## src/hdl/assert_macros.svh

```systemverilog
// Assertion helpers for the RTL, used by ascii_decimal_to_servo_pulse.
`ifndef ASSERT_MACROS_SVH
`define ASSERT_MACROS_SVH

// Same-cycle implication, checked outside reset.
`define ADSP_ASSERT_NOW(label, clk, rst_n, cond, prop) \
	label: assert property (@(posedge clk) disable iff (!rst_n) (cond) |-> (prop)) \
	else $error("adsp: same-cycle check failed");

// Next-cycle implication, checked outside reset.
`define ADSP_ASSERT_NEXT(label, clk, rst_n, cond, prop) \
	label: assert property (@(posedge clk) disable iff (!rst_n) (cond) |=> (prop)) \
	else $error("adsp: next-cycle check failed");

`endif

```

## src/hdl/adsp_pkg.sv

```systemverilog
// ----------------------------------------------------------------------------
// adsp_pkg
// Types and constants of the ASCII decimal to servo pulse converter.
// ----------------------------------------------------------------------------
`default_nettype none

package adsp_pkg;

	localparam int ACC_W   = 32;
	localparam int OFS_W   = 16;
	localparam int GAIN_W  = 12;
	localparam int CMP_W   = 16;
	localparam int CFG_W   = 16;
	localparam int PROD_W  = ACC_W + GAIN_W;

	// divide by 100 as a reciprocal multiply, exact for products below 2^23
	localparam int DIV_IN_W    = 23;
	localparam int RECIP_W     = 24;
	localparam int RECIP_SHIFT = 30;
	localparam int QMUL_W      = DIV_IN_W + RECIP_W;
	localparam logic [RECIP_W-1:0] RECIP_100 = 24'd10737419;

	// products from here on always saturate the compare value
	localparam logic [PROD_W-1:0] SAT_PRODUCT = 44'd6553600;

	localparam logic [OFS_W-1:0]  OFFSET_RESET = 16'd600;
	localparam logic [GAIN_W-1:0] GAIN_RESET   = 12'd889;

	localparam logic [7:0] CHAR_CR   = 8'h0D;
	localparam logic [7:0] CHAR_LF   = 8'h0A;
	localparam logic [7:0] CHAR_ZERO = 8'h30;
	localparam logic [7:0] CHAR_NINE = 8'h39;

	// configuration register indexes
	localparam logic REG_PULSE_OFFSET    = 1'b0;
	localparam logic REG_GAIN_HUNDREDTHS = 1'b1;

	typedef enum logic [1:0] {
		ST_OK        = 2'd0,
		ST_EMPTY     = 2'd1,
		ST_NOT_DIGIT = 2'd2,
		ST_OVERFLOW  = 2'd3
	} status_t;

endpackage

`default_nettype wire

```

## src/hdl/adsp_in_if.sv

```systemverilog
// ----------------------------------------------------------------------------
// adsp_in_if
// Received-byte channel: one byte with its chunk markers per beat.
// ----------------------------------------------------------------------------
`default_nettype none

interface adsp_in_if import adsp_pkg::*; ();
	logic       valid;
	logic       ready;
	logic [7:0] data_byte;
	logic       has_byte;
	logic       chunk_end;
	logic       finish;

	modport source (output valid, data_byte, has_byte, chunk_end, finish, input ready);
	modport sink   (input valid, data_byte, has_byte, chunk_end, finish, output ready);
endinterface

`default_nettype wire

```

## src/hdl/adsp_out_if.sv

```systemverilog
// ----------------------------------------------------------------------------
// adsp_out_if
// Result channel: servo compare value and parse status per beat.
// ----------------------------------------------------------------------------
`default_nettype none

interface adsp_out_if import adsp_pkg::*; ();
	logic             valid;
	logic             ready;
	logic [CMP_W-1:0] compare_value;
	logic [1:0]       status;

	modport source (output valid, compare_value, status, input ready);
	modport sink   (input valid, compare_value, status, output ready);
endinterface

`default_nettype wire

```

## src/hdl/ascii_decimal_to_servo_pulse.sv

```systemverilog
// Throughput: one byte beat per cycle unless back-pressure holds cmd.ready low; the
//   parse state updates in the accept cycle. Result path: a finishing beat is
//   snapshot at the accepting edge (s1), then the gain multiply (s2), reciprocal
//   multiply for /100 (s3) and offset add + saturate (out), one register each.
// Each result stage moves independently, so bubbles collapse under back-pressure.
// Reset: arst_n clears the parse state and stage valids; offset 600, gain 889.
// ----------------------------------------------------------------------------
// ascii_decimal_to_servo_pulse
// Streams ASCII decimal digits into a 32-bit value and turns each finished
// message into a saturated servo timer compare value plus a status code.
// ----------------------------------------------------------------------------
`default_nettype none
`include "assert_macros.svh"

module ascii_decimal_to_servo_pulse import adsp_pkg::*; (
	input  wire logic             clk,
	input  wire logic             arst_n,
	adsp_in_if.sink               cmd,
	adsp_out_if.source            pulse,
	input  wire logic             cfg_we,
	input  wire logic             cfg_idx,
	input  wire logic [CFG_W-1:0] cfg_wdata
);

	// ------------------------------------------------------------------
	// configuration registers
	// ------------------------------------------------------------------
	logic [OFS_W-1:0]  offset_q;
	logic [GAIN_W-1:0] gain_q;

	always_ff @(posedge clk or negedge arst_n) begin
		if (!arst_n) begin
			offset_q <= OFFSET_RESET;
			gain_q   <= GAIN_RESET;
		end else if (cfg_we) begin
			case (cfg_idx)
				REG_PULSE_OFFSET:    offset_q <= cfg_wdata[OFS_W-1:0];
				REG_GAIN_HUNDREDTHS: gain_q   <= cfg_wdata[GAIN_W-1:0];
				default: ;
			endcase
		end
	end

	// ------------------------------------------------------------------
	// stage handshake: a stage loads when empty or when its data moves on
	// ------------------------------------------------------------------
	logic v_s1, v_s2, v_s3, v_out;
	logic en_s1, en_s2, en_s3, en_out;
	logic fire, done;

	assign en_out    = !v_out || pulse.ready;
	assign en_s3     = !v_s3 || en_out;
	assign en_s2     = !v_s2 || en_s3;
	assign en_s1     = !v_s1 || en_s2;
	assign cmd.ready = en_s1;
	assign fire      = cmd.valid && cmd.ready;
	assign done      = fire && cmd.chunk_end && cmd.finish;

	// ------------------------------------------------------------------
	// streaming parse
	// ------------------------------------------------------------------
	logic [ACC_W-1:0] acc_q, acc_n;
	logic             seen_q, seen_n;
	status_t          err_q, err_n;   // ST_OK means no error latched
	logic             skip_q, skip_n;

	logic             take, is_eol, is_digit;
	logic [3:0]       digit;
	logic [ACC_W+3:0] acc_x10, acc_next;
	status_t          final_status;

	assign take     = cmd.has_byte && !skip_q;
	assign is_eol   = (cmd.data_byte == CHAR_CR) || (cmd.data_byte == CHAR_LF);
	assign is_digit = (cmd.data_byte >= CHAR_ZERO) && (cmd.data_byte <= CHAR_NINE);
	assign digit    = cmd.data_byte[3:0];
	// acc*10 as shift-and-add; the top nibble flags a pass beyond 32 bits
	assign acc_x10  = {1'b0, acc_q, 3'b000} + {3'b000, acc_q, 1'b0};
	assign acc_next = acc_x10 + {{ACC_W{1'b0}}, digit};

	always_comb begin
		acc_n  = acc_q;
		seen_n = seen_q;
		err_n  = err_q;
		skip_n = skip_q;
		if (take) begin
			if (is_eol) begin
				skip_n = 1'b1;
			end else begin
				seen_n = 1'b1;
				if (err_q == ST_OK) begin
					if (!is_digit) begin
						err_n = ST_NOT_DIGIT;
					end else if (acc_next[ACC_W+3:ACC_W] != 4'd0) begin
						err_n = ST_OVERFLOW;
					end else begin
						acc_n = acc_next[ACC_W-1:0];
					end
				end
			end
		end
		// end of chunk without finish just re-arms parsing
		if (cmd.chunk_end && !cmd.finish) begin
			skip_n = 1'b0;
		end
		final_status = seen_n ? err_n : ST_EMPTY;
	end

	always_ff @(posedge clk or negedge arst_n) begin
		if (!arst_n) begin
			acc_q  <= '0;
			seen_q <= 1'b0;
			err_q  <= ST_OK;
			skip_q <= 1'b0;
		end else if (done) begin
			acc_q  <= '0;
			seen_q <= 1'b0;
			err_q  <= ST_OK;
			skip_q <= 1'b0;
		end else if (fire) begin
			acc_q  <= acc_n;
			seen_q <= seen_n;
			err_q  <= err_n;
			skip_q <= skip_n;
		end
	end

	// ------------------------------------------------------------------
	// result pipeline valids
	// ------------------------------------------------------------------
	always_ff @(posedge clk or negedge arst_n) begin
		if (!arst_n) begin
			v_s1  <= 1'b0;
			v_s2  <= 1'b0;
			v_s3  <= 1'b0;
			v_out <= 1'b0;
		end else begin
			if (en_s1)  v_s1  <= done;
			if (en_s2)  v_s2  <= v_s1;
			if (en_s3)  v_s3  <= v_s2;
			if (en_out) v_out <= v_s3;
		end
	end

	// ------------------------------------------------------------------
	// result datapath
	// s1: snapshot of the finished value and status
	// s2: value * gain; flag products that saturate anyway
	// s3: floor(product / 100) via reciprocal multiply
	// out: offset add, saturate, status
	// ------------------------------------------------------------------
	logic [ACC_W-1:0]    acc_s1;
	status_t             status_s1, status_s2, status_s3;
	logic [DIV_IN_W-1:0] prod_s2;
	logic                big_s2, big_s3;
	logic [CMP_W-1:0]    quo_s3;
	logic [CMP_W-1:0]    cmp_q;
	status_t             status_q;

	logic [PROD_W-1:0]   prod;
	logic [QMUL_W-1:0]   qmul;
	logic [CMP_W:0]      sum;

	assign prod = PROD_W'(acc_s1) * PROD_W'(gain_q);
	assign qmul = QMUL_W'(prod_s2) * QMUL_W'(RECIP_100);
	assign sum  = {1'b0, offset_q} + ((status_s3 == ST_OK) ? {1'b0, quo_s3} : '0);

	always_ff @(posedge clk) begin
		if (en_s1 && done) begin
			acc_s1    <= acc_n;
			status_s1 <= final_status;
		end
		if (en_s2 && v_s1) begin
			prod_s2   <= prod[DIV_IN_W-1:0];
			big_s2    <= (prod >= SAT_PRODUCT);
			status_s2 <= status_s1;
		end
		if (en_s3 && v_s2) begin
			quo_s3    <= qmul[RECIP_SHIFT+CMP_W-1:RECIP_SHIFT];
			big_s3    <= big_s2;
			status_s3 <= status_s2;
		end
		if (en_out && v_s3) begin
			if (((status_s3 == ST_OK) && big_s3) || sum[CMP_W]) begin
				cmp_q <= '1;
			end else begin
				cmp_q <= sum[CMP_W-1:0];
			end
			status_q <= status_s3;
		end
	end

	assign pulse.valid         = v_out;
	assign pulse.compare_value = cmp_q;
	assign pulse.status        = status_q;

	// ------------------------------------------------------------------
	// checks
	// ------------------------------------------------------------------
	`ADSP_ASSERT_NEXT(a_clear_after_finish, clk, arst_n, done,
		(acc_q == '0) && !seen_q && (err_q == ST_OK) && !skip_q)
	`ADSP_ASSERT_NEXT(a_error_sticky, clk, arst_n, (err_q != ST_OK) && !done,
		err_q == $past(err_q))
	`ADSP_ASSERT_NOW(a_error_implies_seen, clk, arst_n, err_q != ST_OK, seen_q)

endmodule

`default_nettype wire

```

## src/flat_wrapper.sv

```systemverilog
// flat-port wrapper written by rule: the top's interface ports become plain ports
module ascii_decimal_to_servo_pulse_flat import adsp_pkg::*;
  (clk, arst_n, cfg_we, cfg_idx, cfg_wdata, cmd_valid, cmd_data_byte, cmd_has_byte, cmd_chunk_end, cmd_finish, cmd_ready, pulse_valid, pulse_compare_value, pulse_status, pulse_ready);
  adsp_in_if cmd_i ();
  adsp_out_if pulse_i ();
  input  wire logic clk;
  input  wire logic arst_n;
  input  wire logic cfg_we;
  input  wire logic cfg_idx;
  input  wire logic [CFG_W-1:0] cfg_wdata;
  input wire logic [$bits(cmd_i.valid)-1:0] cmd_valid;
  input wire logic [$bits(cmd_i.data_byte)-1:0] cmd_data_byte;
  input wire logic [$bits(cmd_i.has_byte)-1:0] cmd_has_byte;
  input wire logic [$bits(cmd_i.chunk_end)-1:0] cmd_chunk_end;
  input wire logic [$bits(cmd_i.finish)-1:0] cmd_finish;
  output wire logic [$bits(cmd_i.ready)-1:0] cmd_ready;
  output wire logic [$bits(pulse_i.valid)-1:0] pulse_valid;
  output wire logic [$bits(pulse_i.compare_value)-1:0] pulse_compare_value;
  output wire logic [$bits(pulse_i.status)-1:0] pulse_status;
  input wire logic [$bits(pulse_i.ready)-1:0] pulse_ready;
  assign cmd_i.valid = cmd_valid;
  assign cmd_i.data_byte = cmd_data_byte;
  assign cmd_i.has_byte = cmd_has_byte;
  assign cmd_i.chunk_end = cmd_chunk_end;
  assign cmd_i.finish = cmd_finish;
  assign cmd_ready = cmd_i.ready;
  assign pulse_valid = pulse_i.valid;
  assign pulse_compare_value = pulse_i.compare_value;
  assign pulse_status = pulse_i.status;
  assign pulse_i.ready = pulse_ready;
  ascii_decimal_to_servo_pulse u_core (.clk(clk), .arst_n(arst_n), .cmd(cmd_i), .pulse(pulse_i), .cfg_we(cfg_we), .cfg_idx(cfg_idx), .cfg_wdata(cfg_wdata));
endmodule
```

## config.mk

```make
export PLATFORM = sky130hd
export DESIGN_NAME = ascii_decimal_to_servo_pulse_flat
export DESIGN_NICKNAME = d
export VERILOG_FILES = /design/src/hdl/adsp_pkg.sv /design/src/hdl/adsp_in_if.sv /design/src/hdl/adsp_out_if.sv /design/src/hdl/ascii_decimal_to_servo_pulse.sv /design/src/flat_wrapper.sv
export VERILOG_INCLUDE_DIRS = /design/src /design/src/hdl
export SDC_FILE = /design/constraint.sdc
export NUM_CORES = 2
export LEC_CHECK = 0
export BUFFER_PORTS_ARGS = -buffer_cell sky130_fd_sc_hd__buf_2
export CAP_MARGIN = 40
export CORE_ASPECT_RATIO = 1.75
export CORE_UTILIZATION = 60
export CTS_BUF_LIST = sky130_fd_sc_hd__clkbuf_4 sky130_fd_sc_hd__clkbuf_8
export CTS_CLUSTER_SIZE = 25
export DETAILED_ROUTE_END_ITERATION = 10
export GPL_TIMING_DRIVEN = 0
export HOLD_SLACK_MARGIN = 0.05
export PLACE_DENSITY = 0.77
export SYNTH_ARGS = -nofsm -noshare
export SYNTH_HDL_FRONTEND = slang
export SYNTH_SLANG_ARGS = --single-unit
```

## constraint.sdc

```tcl
create_clock -name clk -period 7.8 [get_ports clk]
set_clock_uncertainty 0.15 [all_clocks]
set_input_delay 0 -clock clk [delete_from_list [all_inputs] [get_ports clk]]
set_output_delay 0 -clock clk [all_outputs]
set_load 0.05 [all_outputs]
```

==> flow_metrics.env <==
export IMPL_max_slew_worst_pin_slew_ps=860
export IMPL_io_buffer_count=52
export IMPL_fin_util=0.649
export IMPL_dieArea_um2=50100
export IMPL_fp_dieW_um=170
export IMPL_via_per_inst=5.87
export IMPL_root_buffer="clkbuf_8"
export IMPL_synth_cell_types=74
export IMPL_synth_seq_area_share=0.157
export IMPL_path_class="reg -> reg"
export IMPL_final_fill_count=3991
export IMPL_synth_commonest_cells="606 x inv_1, 498 x fa_1, 397 x ha_1"
export IMPL_layout_nets=4044
export IMPL_synth_top_area_frac=0.338
export IMPL_initial_utilization=0.608
export IMPL_synth_most_common_cell="inv_1"
export IMPL_ios=53
export IMPL_wirelength_mm=82.8
export IMPL_drtIter0Drc=1434
export IMPL_worst_setup_path_start_kind="flop"
export IMPL_max_clock_path_buffers=2
export IMPL_coreArea_um2=48600
export IMPL_hp_class="in -> reg"
export IMPL_startpoint="u_core.prod_s2[8]"
export IMPL_antenna_found_initial=3
export IMPL_gp_congestion=1.03
export IMPL_finalCritPeriodShare=0.983
export IMPL_synth_ff_type="edfxtp_1"
export IMPL_setup_violations_final=0
export IMPL_cts_sinks=165
export IMPL_avgSynthCellArea_um2=9.85
export IMPL_antenna_left=0
export IMPL_hp_start="cmd_data_byte[3]"
export IMPL_drcViolationCount=0
export IMPL_place_ws_ps=267
export IMPL_fmax_mhz=130
export IMPL_hold_viol=0
export IMPL_synth_edf_count=97
export IMPL_status="complete, no violations"
export IMPL_grt_util_all_layers=0.347
export IMPL_tns_ps=0
export IMPL_die_h_um=295
export IMPL_relSlewSlack=0.419
export IMPL_clk_latency_ps=550
export IMPL_seq_area_um2=4630
export IMPL_r2r_start="u_core.prod_s2[8]"
export IMPL_period_needed_ps=7660
export IMPL_yosysTopAreaCell="fa_1"
export IMPL_row_count=107
export IMPL_crit_fanout=6
export IMPL_critPathCaptureType="flop"
export IMPL_post_dp_hpwl_mm=69.6
export IMPL_syn2layout_area_growth_pct=6.78
export IMPL_yosysWarnings=0
export IMPL_top_usage_layer="met2"
export IMPL_multi_input_area_um2=22200
export IMPL_ys_ff_latch=165
export IMPL_grt_pass1_vias=24294
export IMPL_syn_cell_area_um2=29500
export IMPL_grt_max_degree=63
export IMPL_cp_arrival_ps=7790
export IMPL_grt_overflow_total=0
export IMPL_worstPathRequired_ps=7920
export IMPL_vias=22207
export IMPL_post_cts_buffers=0
export IMPL_grt_pass1_wl_mm=129
export IMPL_async_flop_share=0.412
export IMPL_ys_top_cells_by_area="fa_1 34%, ha_1 17%, edfxtp_1 9.9%"
export IMPL_drive_gt1_frac=0.0620
export IMPL_firstDrtPassIters=7
export IMPL_tritoncts="built"
export IMPL_rsz0062_at_grt="false"
export IMPL_cts_buffers_inserted=17
export IMPL_cts_max_level=4
export IMPL_synthesis_nets=3927
export IMPL_wire_per_inst_um=21.9
export IMPL_grtUsageMet2=0.649
export IMPL_max_cap_violations=0
export IMPL_syn_inst=2999
export IMPL_clk_pin_slew_ps=100
export IMPL_use_met1=0.332
export IMPL_gr_usage_met3=0.0398
export IMPL_fin_ws_ps=136
export IMPL_drv_slew=0
[cell families (layout without fill, tap and decap cells)]
logic type               Yosys count  count (layout)  synth area share
multiplexers                      64              64            0.0241
AND/OR/NAND/NOR                  720             720             0.116
flip-flops                       165             165             0.157
XOR/XNOR                          84              84            0.0249
AO/OA/AOI/OAI                    361             361            0.0813
buffers and inverters            710             840            0.0915
other                              0               1                 0
adder cells (fa/ha/maj)          895             895             0.506
[worst max-delay path, stage by stage (launching register included)]
cell      delay, ps
edfxtp_1        720
ha_1            570
inv_1           110
fa_1            490
inv_1            50
fa_1            480
inv_1            70
fa_1            500
fa_1            510
fa_1            490
inv_1            50
fa_1            440
ha_1            360
a22oi_1         210
nand2_1          90
or2_2           270
nor4_1          400
o31ai_1         140
buf_2           190
and2_1          210
a31o_2          320
a211o_1         310
a21oi_1         190
xnor2_1         100
[cells in the final DEF, fill, tap and decap left out, types with 9 or more instances in the layout]
cell type / synthesis / layout
inv_1: 606 / 606
fa_1: 498 / 498
ha_1: 397 / 397
nand2_1: 357 / 357
and2_1: 131 / 131
edfxtp_1: 97 / 97
a21oi_1: 94 / 94
clkbuf_1: 86 / 85
nor2_1: 70 / 70
o21ai_0: 68 / 68
buf_2: 14 / 67
mux2_2: 58 / 58
dfrtp_1: 57 / 57
xnor2_1: 52 / 52
dlygate4sd3_1: 0 / 39
a21o_1: 36 / 36
xor2_1: 32 / 32
nor3_1: 26 / 26
a22o_1: 26 / 26
o21a_1: 24 / 24
nand3_1: 24 / 24
nand4_1: 21 / 21
nand2b_1: 20 / 20
clkbuf_8: 0 / 17
and3_1: 15 / 15
a31oi_1: 15 / 15
nor2b_1: 15 / 15
a211oi_1: 15 / 15
o211ai_1: 12 / 12
dfstp_2: 11 / 11
nor4_1: 9 / 9
or3_1: 9 / 9
[final cells by class]
type | instances | area share
flip-flops and latches | 165 | 0.147
plain buffers | 104 | 0.0136
repair buffers | 98 | 0.0240
diodes | 1 | 0.0000794
well taps | 654 | 0.0259
multi-input cells | 2124 | 0.704
inverters | 606 | 0.0721
clock inverters | 14 | 0.00579
clock buffers | 18 | 0.00766
[path summary, 6_finish.rpt]
| path | endpoint | slack [ps] | cells after the start |
|---|---|---|---|
| max in group asynchronous | u_core.gain_q[0] | 6430 | 4 |
| worst max register to register | u_core.quo_s3[14] | 140 | 23 |
| worst min-delay path | u_core.acc_q[3] | 90 | 4 |
| worst min register to register | u_core.status_s3[0] | 280 | 0 |
| min in group asynchronous | u_core.offset_q[1] | 340 | 3 |
| worst max-delay path | u_core.quo_s3[14] | 140 | 23 |
[layer usage]
layer  wire, um  vias up
li1           -     9855
met1      26000    11215
met2      45200      765
met5         13        -
met4       8430        2
met3       3210      370
[through the flow]
stage          area (um2)  instances  hold slack (ps)
2_1_floorplan       29500       2999             -446
3_3_place_gp        30600       3705             36.6
5_1_grt             31500       3784             94.5
4_1_cts             31500       3782             61.2
3_5_place_dp        30700       3711             -316
6_report            31500       3784             90.1
[state kept, by name, summed over array words and instances, names as in the netlist, 2 cells and up]
| signal | cells |
|---|---|
| u_core.acc_q | 32 |
| u_core.acc_s1 | 32 |
| u_core.prod_s2 | 23 |
| u_core.offset_q | 16 |
| u_core.pulse.compare_value | 16 |
| u_core.quo_s3 | 16 |
| u_core.gain_q | 12 |
| u_core.err_q | 2 |
| u_core.pulse.status | 2 |
| u_core.status_s1 | 2 |
| u_core.status_s2 | 2 |
| u_core.status_s3 | 2 |
[what timing repair did]
action                                  CTS  global route
endpoints found under the hold margin   116             0
hold buffers                             39             0
resized for setup                         0             2
endpoints found under the setup margin    0             1
Power is left out: the tool's default activity adds up to more than one toggle a clock period on the data nets, which glitch-free logic cannot reach.
